===== src/spd_pkg.sv =====
`default_nettype none

package spd_pkg;

    // Sizing of the open-quote/bracket stack and the brace counter.
    localparam int STACK_DEPTH = 16;
    localparam int MAX_BRACE   = 255;

    localparam int CNT_W   = $clog2(STACK_DEPTH + 1);
    localparam int IDX_W   = $clog2(STACK_DEPTH);
    localparam int BRACE_W = $clog2(MAX_BRACE + 1);

    localparam int CHAR_W   = 8;
    localparam int STATUS_W = 3;

    // Codes kept on the open stack.
    typedef logic [1:0] open_code_t;
    localparam open_code_t CODE_SINGLE  = 2'd1;
    localparam open_code_t CODE_DOUBLE  = 2'd2;
    localparam open_code_t CODE_BRACKET = 2'd3;

    // End-of-input status codes.
    typedef logic [STATUS_W-1:0] status_t;
    localparam status_t STATUS_OK       = 3'd0;
    localparam status_t STATUS_BRACE    = 3'd1;
    localparam status_t STATUS_QUOTE    = 3'd2;
    localparam status_t STATUS_OVERFLOW = 3'd4;

    // Characters with a meaning to the delimiter.
    typedef logic [CHAR_W-1:0] char_t;
    localparam char_t CH_SQUOTE    = 8'h27;
    localparam char_t CH_DQUOTE    = 8'h22;
    localparam char_t CH_HASH      = 8'h23;
    localparam char_t CH_LBRACE    = 8'h7B;
    localparam char_t CH_RBRACE    = 8'h7D;
    localparam char_t CH_LBRACKET  = 8'h5B;
    localparam char_t CH_RBRACKET  = 8'h5D;
    localparam char_t CH_BACKSLASH = 8'h5C;

endpackage

`default_nettype wire


===== src/shell_phrase_delimiter_core.sv =====
// Results are registered. Throughput: one character per cycle while m_axis_tready
// is high; all phrase state is updated in the cycle of the input transfer, and the
// result register frees when taken.
// Reset: aresetn is synchronous and active low; it clears all quote, brace,
// stack, comment, escape and overflow state and empties the result register.
`default_nettype none

module shell_phrase_delimiter_core
    import spd_pkg::*;
(
    input  wire logic        aclk,
    input  wire logic        aresetn,

    input  wire logic        s_axis_tvalid,
    output logic             s_axis_tready,
    input  wire logic [7:0]  s_axis_tdata,   // [7:0] char_code
    input  wire logic        s_axis_tlast,   // last_in_line
    input  wire logic [1:0]  s_axis_tuser,   // [0] has_char, [1] end_of_input

    output logic             m_axis_tvalid,
    input  wire logic        m_axis_tready,
    output logic [15:0]      m_axis_tdata,   // [7:0] out_char, [10:8] status, zero pad
    output logic             m_axis_tlast,   // phrase_end
    output logic [1:0]       m_axis_tuser    // [0] keep_char, [1] append_newline
);

    // Input fields.
    char_t in_char;
    logic  in_has;
    logic  in_last;
    logic  in_eoi;
    logic  s_accept;

    assign in_char  = s_axis_tdata;
    assign in_has   = s_axis_tuser[0];
    assign in_eoi   = s_axis_tuser[1];
    assign in_last  = s_axis_tlast;

    // Phrase state.
    logic               in_single_reg,      in_single_next;
    logic               in_double_reg,      in_double_next;
    logic [BRACE_W-1:0] brace_depth_reg,    brace_depth_next;
    logic [CNT_W-1:0]   stack_count_reg,    stack_count_next;
    logic               comment_skip_reg,   comment_skip_next;
    logic               escape_pending_reg, escape_pending_next;
    logic               overflowed_reg,     overflowed_next;
    open_code_t         open_stack_reg [STACK_DEPTH];

    // Stack write request and top-of-stack read.
    logic             push_en;
    open_code_t       push_code;
    logic [CNT_W-1:0] top_pos;
    open_code_t       top_code;

    // Result register.
    logic             out_valid_reg;
    char_t            out_char_reg,   out_char_next;
    logic             keep_reg,       keep_next;
    logic             newline_reg,    newline_next;
    logic             done_reg,       done_next;
    status_t          status_reg,     status_next;
    logic             dropped;

    // The result register accepts a new item whenever it is empty or being drained.
    assign s_axis_tready = !out_valid_reg || m_axis_tready;
    assign s_accept      = s_axis_tvalid && s_axis_tready;

    assign top_pos  = stack_count_reg - CNT_W'(1);
    assign top_code = open_stack_reg[top_pos[IDX_W-1:0]];

    // Per-character update of the phrase state and the result fields.
    always_comb begin
        in_single_next      = in_single_reg;
        in_double_next      = in_double_reg;
        brace_depth_next    = brace_depth_reg;
        stack_count_next    = stack_count_reg;
        comment_skip_next   = comment_skip_reg;
        escape_pending_next = escape_pending_reg;
        overflowed_next     = overflowed_reg;
        push_en             = 1'b0;
        push_code           = CODE_SINGLE;
        out_char_next       = '0;
        keep_next           = 1'b0;
        newline_next        = 1'b0;
        done_next           = 1'b0;
        status_next         = STATUS_OK;
        dropped             = 1'b0;

        if (in_eoi) begin
            // Report what is still open, then return to the reset state.
            if (overflowed_reg) begin
                status_next = STATUS_OVERFLOW;
            end else begin
                status_next = ((brace_depth_reg != '0) ? STATUS_BRACE : STATUS_OK)
                            | ((stack_count_reg != '0) ? STATUS_QUOTE : STATUS_OK);
            end
            in_single_next      = 1'b0;
            in_double_next      = 1'b0;
            brace_depth_next    = '0;
            stack_count_next    = '0;
            comment_skip_next   = 1'b0;
            escape_pending_next = 1'b0;
            overflowed_next     = 1'b0;
        end else begin
            if (in_has) begin
                keep_next     = 1'b1;
                out_char_next = in_char;
                if (escape_pending_reg) begin
                    escape_pending_next = 1'b0;
                end else if (!comment_skip_reg) begin
                    priority if (in_char == CH_SQUOTE && !in_double_reg
                                 && brace_depth_reg == '0) begin
                        if (!in_single_reg) begin
                            push_code = CODE_SINGLE;
                            push_en   = 1'b1;
                        end else if (stack_count_reg != '0) begin
                            stack_count_next = top_pos;
                        end
                        in_single_next = !in_single_reg;
                    end else if (in_char == CH_DQUOTE && !in_single_reg
                                 && brace_depth_reg == '0) begin
                        if (!in_double_reg) begin
                            push_code = CODE_DOUBLE;
                            push_en   = 1'b1;
                        end else if (stack_count_reg != '0) begin
                            stack_count_next = top_pos;
                        end
                        in_double_next = !in_double_reg;
                    end else if (in_char == CH_LBRACKET && brace_depth_reg == '0) begin
                        push_code = CODE_BRACKET;
                        push_en   = 1'b1;
                    end else if (in_char == CH_RBRACKET && brace_depth_reg == '0) begin
                        if (stack_count_reg != '0 && top_code == CODE_BRACKET) begin
                            stack_count_next = top_pos;
                        end
                    end else if (in_char == CH_LBRACE && !in_single_reg
                                 && !in_double_reg) begin
                        if (brace_depth_reg >= BRACE_W'(MAX_BRACE)) begin
                            brace_depth_next = BRACE_W'(MAX_BRACE);
                            overflowed_next  = 1'b1;
                        end else begin
                            brace_depth_next = brace_depth_reg + BRACE_W'(1);
                        end
                    end else if (in_char == CH_RBRACE && !in_single_reg
                                 && !in_double_reg) begin
                        if (brace_depth_reg != '0) begin
                            brace_depth_next = brace_depth_reg - BRACE_W'(1);
                        end
                    end else if (in_char == CH_HASH && !in_single_reg && !in_double_reg
                                 && brace_depth_reg == '0) begin
                        comment_skip_next = 1'b1;
                    end else if (in_char == CH_BACKSLASH) begin
                        if (in_last) begin
                            keep_next = 1'b0;
                            dropped   = 1'b1;
                        end else begin
                            escape_pending_next = 1'b1;
                        end
                    end else begin
                        // Ordinary character: nothing to track.
                    end
                end
            end

            // A full stack ignores the push and flags the overflow.
            if (push_en) begin
                if (stack_count_reg >= CNT_W'(STACK_DEPTH)) begin
                    push_en         = 1'b0;
                    overflowed_next = 1'b1;
                end else begin
                    stack_count_next = stack_count_reg + CNT_W'(1);
                end
            end

            // At a line end, decide whether the phrase is complete.
            if (in_last) begin
                comment_skip_next   = 1'b0;
                escape_pending_next = 1'b0;
                if (!dropped && brace_depth_next == '0 && stack_count_next == '0) begin
                    done_next        = 1'b1;
                    in_single_next   = 1'b0;
                    in_double_next   = 1'b0;
                    brace_depth_next = '0;
                    stack_count_next = '0;
                end else if (!dropped) begin
                    newline_next = 1'b1;
                end
            end
        end
    end

    // Control state.
    always_ff @(posedge aclk) begin
        if (!aresetn) begin
            in_single_reg      <= 1'b0;
            in_double_reg      <= 1'b0;
            brace_depth_reg    <= '0;
            stack_count_reg    <= '0;
            comment_skip_reg   <= 1'b0;
            escape_pending_reg <= 1'b0;
            overflowed_reg     <= 1'b0;
            out_valid_reg      <= 1'b0;
        end else begin
            if (s_accept) begin
                in_single_reg      <= in_single_next;
                in_double_reg      <= in_double_next;
                brace_depth_reg    <= brace_depth_next;
                stack_count_reg    <= stack_count_next;
                comment_skip_reg   <= comment_skip_next;
                escape_pending_reg <= escape_pending_next;
                overflowed_reg     <= overflowed_next;
                out_valid_reg      <= 1'b1;
            end else if (m_axis_tready) begin
                out_valid_reg <= 1'b0;
            end
        end
    end

    // Stack storage and result payload.
    always_ff @(posedge aclk) begin
        if (s_accept && push_en) begin
            open_stack_reg[stack_count_reg[IDX_W-1:0]] <= push_code;
        end
        if (s_accept) begin
            out_char_reg <= out_char_next;
            keep_reg     <= keep_next;
            newline_reg  <= newline_next;
            done_reg     <= done_next;
            status_reg   <= status_next;
        end
    end

    assign m_axis_tvalid = out_valid_reg;
    assign m_axis_tdata  = {5'b0, status_reg, out_char_reg};
    assign m_axis_tlast  = done_reg;
    assign m_axis_tuser  = {newline_reg, keep_reg};

`ifndef SYNTHESIS
    // The stack never counts past its depth.
    a_stack_bound: assert property (@(posedge aclk) disable iff (!aresetn)
        stack_count_reg <= CNT_W'(STACK_DEPTH))
        else $error("stack count beyond depth");

    // Single and double quote modes exclude each other.
    a_quote_excl: assert property (@(posedge aclk) disable iff (!aresetn)
        !(in_single_reg && in_double_reg))
        else $error("both quote flags set");

    // A completed phrase never also asks for a joining newline.
    a_end_no_nl: assert property (@(posedge aclk) disable iff (!aresetn)
        (m_axis_tvalid && m_axis_tlast) |-> !m_axis_tuser[1])
        else $error("phrase end with newline");

    // A nonzero status comes only with an otherwise empty result.
    a_status_alone: assert property (@(posedge aclk) disable iff (!aresetn)
        (m_axis_tvalid && m_axis_tdata[10:8] != STATUS_OK)
        |-> (m_axis_tdata[7:0] == '0 && !m_axis_tlast && m_axis_tuser == 2'b00))
        else $error("status with nonempty result");

    // End of input leaves all phrase state cleared.
    a_eoi_clears: assert property (@(posedge aclk) disable iff (!aresetn)
        (s_accept && in_eoi) |=> (brace_depth_reg == '0 && stack_count_reg == '0
                                  && !overflowed_reg && !in_single_reg && !in_double_reg))
        else $error("state not cleared after end of input");
`endif

endmodule

`default_nettype wire

===== config.mk =====
export PLATFORM = sky130hd
export DESIGN_NAME = shell_phrase_delimiter_core
export DESIGN_NICKNAME = d
export VERILOG_FILES = /design/src/spd_pkg.sv /design/src/shell_phrase_delimiter_core.sv
export SDC_FILE = /design/constraint.sdc
export NUM_CORES = 1
export LEC_CHECK = 0
export BUFFER_PORTS_ARGS = -buffer_cell sky130_fd_sc_hd__buf_2
export CAP_MARGIN = 15
export CORE_ASPECT_RATIO = 0.6
export CORE_MARGIN = 2
export CORE_UTILIZATION = 25
export DETAILED_ROUTE_END_ITERATION = 8
export PLACE_DENSITY = 0.49
export SYNTH_ARGS = -nofsm -noshare
export SYNTH_HDL_FRONTEND = slang
export SYNTH_SLANG_ARGS = --single-unit
export TNS_END_PERCENT = 50

===== constraint.sdc =====
create_clock -name aclk -period 3.6 [get_ports aclk]
set_clock_uncertainty 0.05 [all_clocks]
set_input_delay 0 -clock aclk [delete_from_list [all_inputs] [get_ports aclk]]
set_output_delay 0 -clock aclk [all_outputs]
set_load 0.02 [all_outputs]

==> impl_metrics.yaml <==
power:
  irDropWorstVdd_mv: 0.186
  power.density_cell_area_nw_per_um2: 346
  leakage_uw: 0.00190
  report.power.total_uw: 1860
timing:
  fin_tns_setup_ns: 0
  min_cycle_time_layout_ns: 3.53
  setup_viol_count_final: 0
  worst_pin_slew_ns: 0.788
  max_slew_margin: 0.474
  rsz0062_at_grt: "true"
  fin_crit_sh: 0.979
  achievable-frequency_ghz: 0.284
  timing_max_transition_violations_final: 0
  total_count_of_hold_check_failures_in_the_final_report: 0
job:
  max_cap_viol_count: 0
clock_network:
  htreeDepth: 3
  clockRootBuffer: "clkbuf_16"
  cts-buffers-inserted: 9
  path_clk_slew_ns: 0.06
  clkLatencyLatePin_ns: 0.33
  cts_tree: "yes"
  ctsLongestPathBuffers: 2
  clock_sink_count: 65
worst_hold_path:
  min_delay_worst_endpoint: "in_double_reg"
  hold_path.startpoint: "aresetn"
  worstHoldPathType: "input port to flip-flop"
  hold_path_depth: 3
worst_setup_path:
  reg2reg_end: "in_single_reg"
  worst_path_dominant_cell_family: "simple AND/OR/NAND/NOR gates"
  critical_path_arrival_ns: 3.56
  rr_startpoint: "stack_count_reg[1]"
  critPathMaxFanout: 11
  cpPeakStageDelay_ns: 0.59
  crit_end_element: "flip-flop"
  worstPathRequired_ns: 3.64
  crit_path_start_kind: "input port"
  setup.reg_to_reg.worst_slack_ns: 0.10
  worstPathBufferInverterCount: 3
  timing_worst_setup_path_type: "input port to flip-flop"
  crit_path_top_delay_cell: "or4b_4"
  worst_r2r_path_depth: 13
  crit_path_frequent_cell: "or4_1"
  timing.critical_path.cells: "dlygate4sd3_1 > buf_2 > or4b_4 > nor3_2 > a2111oi_1 > buf_4 > or4_1 > or4_1 > o211a_2 > nor2_2 > nand3_1 > and4b_1"
routing:
  avgViaCountPerCell: 5.32
  post_drt_wl_per_cell_um: 18.3
  finalWirelength_um: 14100
  via_count: 4107
  antenna_left: 0
  detailedRoute.firstPassIterationCount: 7
  drtIter0Drc: 546
  drc_errors: 0
final_layout:
  nFillCells: 1831
  drive_gt1_frac: 0.214
  total_area_of_multi_input_combinational_cells_um2: 2400
  area_growth_syn_to_layout_pct: 24.1
  final_design_area_no_fill_um2: 5370
  diodes: 0
  commonest_non_fill_non_tap_cell_in_the_layout: "edfxtp_1"
  largest_register_ff_count: 32
  finalNetCount: 556
  layout.area.seq_um2: 1760
  mostFrequentLayoutCells: "46 x edfxtp_1, 43 x buf_4, 40 x nand2_1"
synthesis:
  yosys-top-cells-area: "edfxtp_1 32%, dfxtp_1 8.8%, and2_1 3.9%"
  yosysWarnings: 0
  synth_seq_cells: 65
  synth_cell_type_count: 73
  postSynthAreaPerCell_um2: 9.09
  synthDominantAreaCellType: "edfxtp_1"
  synth_ff_type: "edfxtp_1"
  netlist_area_um2: 4330
  synth-edff-count: 46
  synth.yosys.seq_area_share: 0.407
  synthDominantCellAreaShare: 0.319
  postSynthCellCount: 476
  postSynth.asyncResetShare: 0
floorplan:
  die_area_um2: 18400
  dieWidth_um: 174
  core.rowCount: 37
  die_h_um: 106
  num_io_pins: 36
  design.core.area_um2: 17000
  start_util: 0.254
global_route:
  globalRouteTotalUtil: 0.157
  first_global_vias: 3823
  globalRouteOverflowTotal: 0
  grt_start_max_net_pins: 21
  initial_antenna_violation_count: 0
  grt_pass1_wl_um: 22100
status:
  outcome: "completed"
placed_design:
  place.detailed.hpwl_um: 10600
  gp_weighted_congestion: 1.00
  portBuffers: 30
  placement_cell_area_um2: 4920
-- where the power goes --
group          total, µW  switching [µW]  leakage (µW)  internal, µW
Clock                906             317      0.000153           589
Combinational        142            93.6       0.00115          48.4
Sequential           808            2.68      0.000594           806
-- cell type report --
cell class                      instances  share of cell area
Clock buffer                           13              0.0503
Clock inverter                          3             0.00723
Inverter                               12             0.00839
Multi-Input combinational cell        363               0.446
Sequential cell                        65               0.328
Tap cell                              234              0.0545
Timing Repair Buffer                   82               0.105
-- per-stage QoR --
stage               setup WS (ns)  std cells  hold WS (ns)   util
detailed placement         0.0546        746         0.224  0.289
global placement           0.0623        746         0.209  0.289
floorplan                  0.0356        480        0.0782      -
CTS                        0.0107        771        0.0595  0.312
finish                     0.0742        772        0.0598  0.315
global route              -0.0567        772        0.0955  0.315
-- Yosys cell counts (all sizes together) (9+ instances only) --
cell    number
inv         12
nor2b       11
nor4        10
nor3        17
dfxtp       19
a22oi       10
and2        27
buf         12
o211ai       9
nand3       19
a31oi        9
edfxtp      46
or4         10
o21ai       31
nand2       40
clkbuf      28
nor2        26
a21oi       18
-- cells by family (layout without fill, tap and decap cells) --
logic type               count (synthesis)  count (layout)  share of synthesized area
buffers and inverters                   52             110                     0.0570
AO/OA/AOI/OAI                          125             125                      0.203
multiplexers                             1               1                    0.00231
XOR/XNOR                                 7               7                     0.0142
other                                    1               5                   0.000867
adder cells (fa/ha/maj)                  8               8                     0.0231
flip-flops                              65              65                      0.407
AND/OR/NAND/NOR                        217             217                      0.292
-- per-layer routing --
metal	track usage	routed length [µm]	vias to the layer above
met5	0	0	-
met4	0.0402	136	0
met3	0.0583	1610	19
met2	0.200	5240	213
met1	0.241	7140	1954
li1	-	-	1921
-- timing repair --
action	CTS	global route
hold buffers	9	0
buffers inserted	0	1
pin swaps	0	1
endpoints found under the setup margin	1	4
endpoints found under the hold margin	8	0
resized for setup	1	8
-- worst min-delay path, stage by stage --
cell     delay, ns
buf_2         0.23
nand2_1       0.12
a21oi_1       0.04
-- worst max path at each step --
stage / startpoint / end / depth (start not counted)
after floorplan: brace_depth_reg[0] / open_stack_reg[0][1] / 8
after global placement: brace_depth_reg[6] / m_axis_tlast / 9
after detailed placement: brace_depth_reg[0] / m_axis_tlast / 12
after CTS: s_axis_tdata[3] / m_axis_tlast / 13
after global routing: brace_depth_reg[1] / in_single_reg / 14
final: s_axis_tdata[3] / newline_reg / 12
Power figures use the tool's default switching activity.
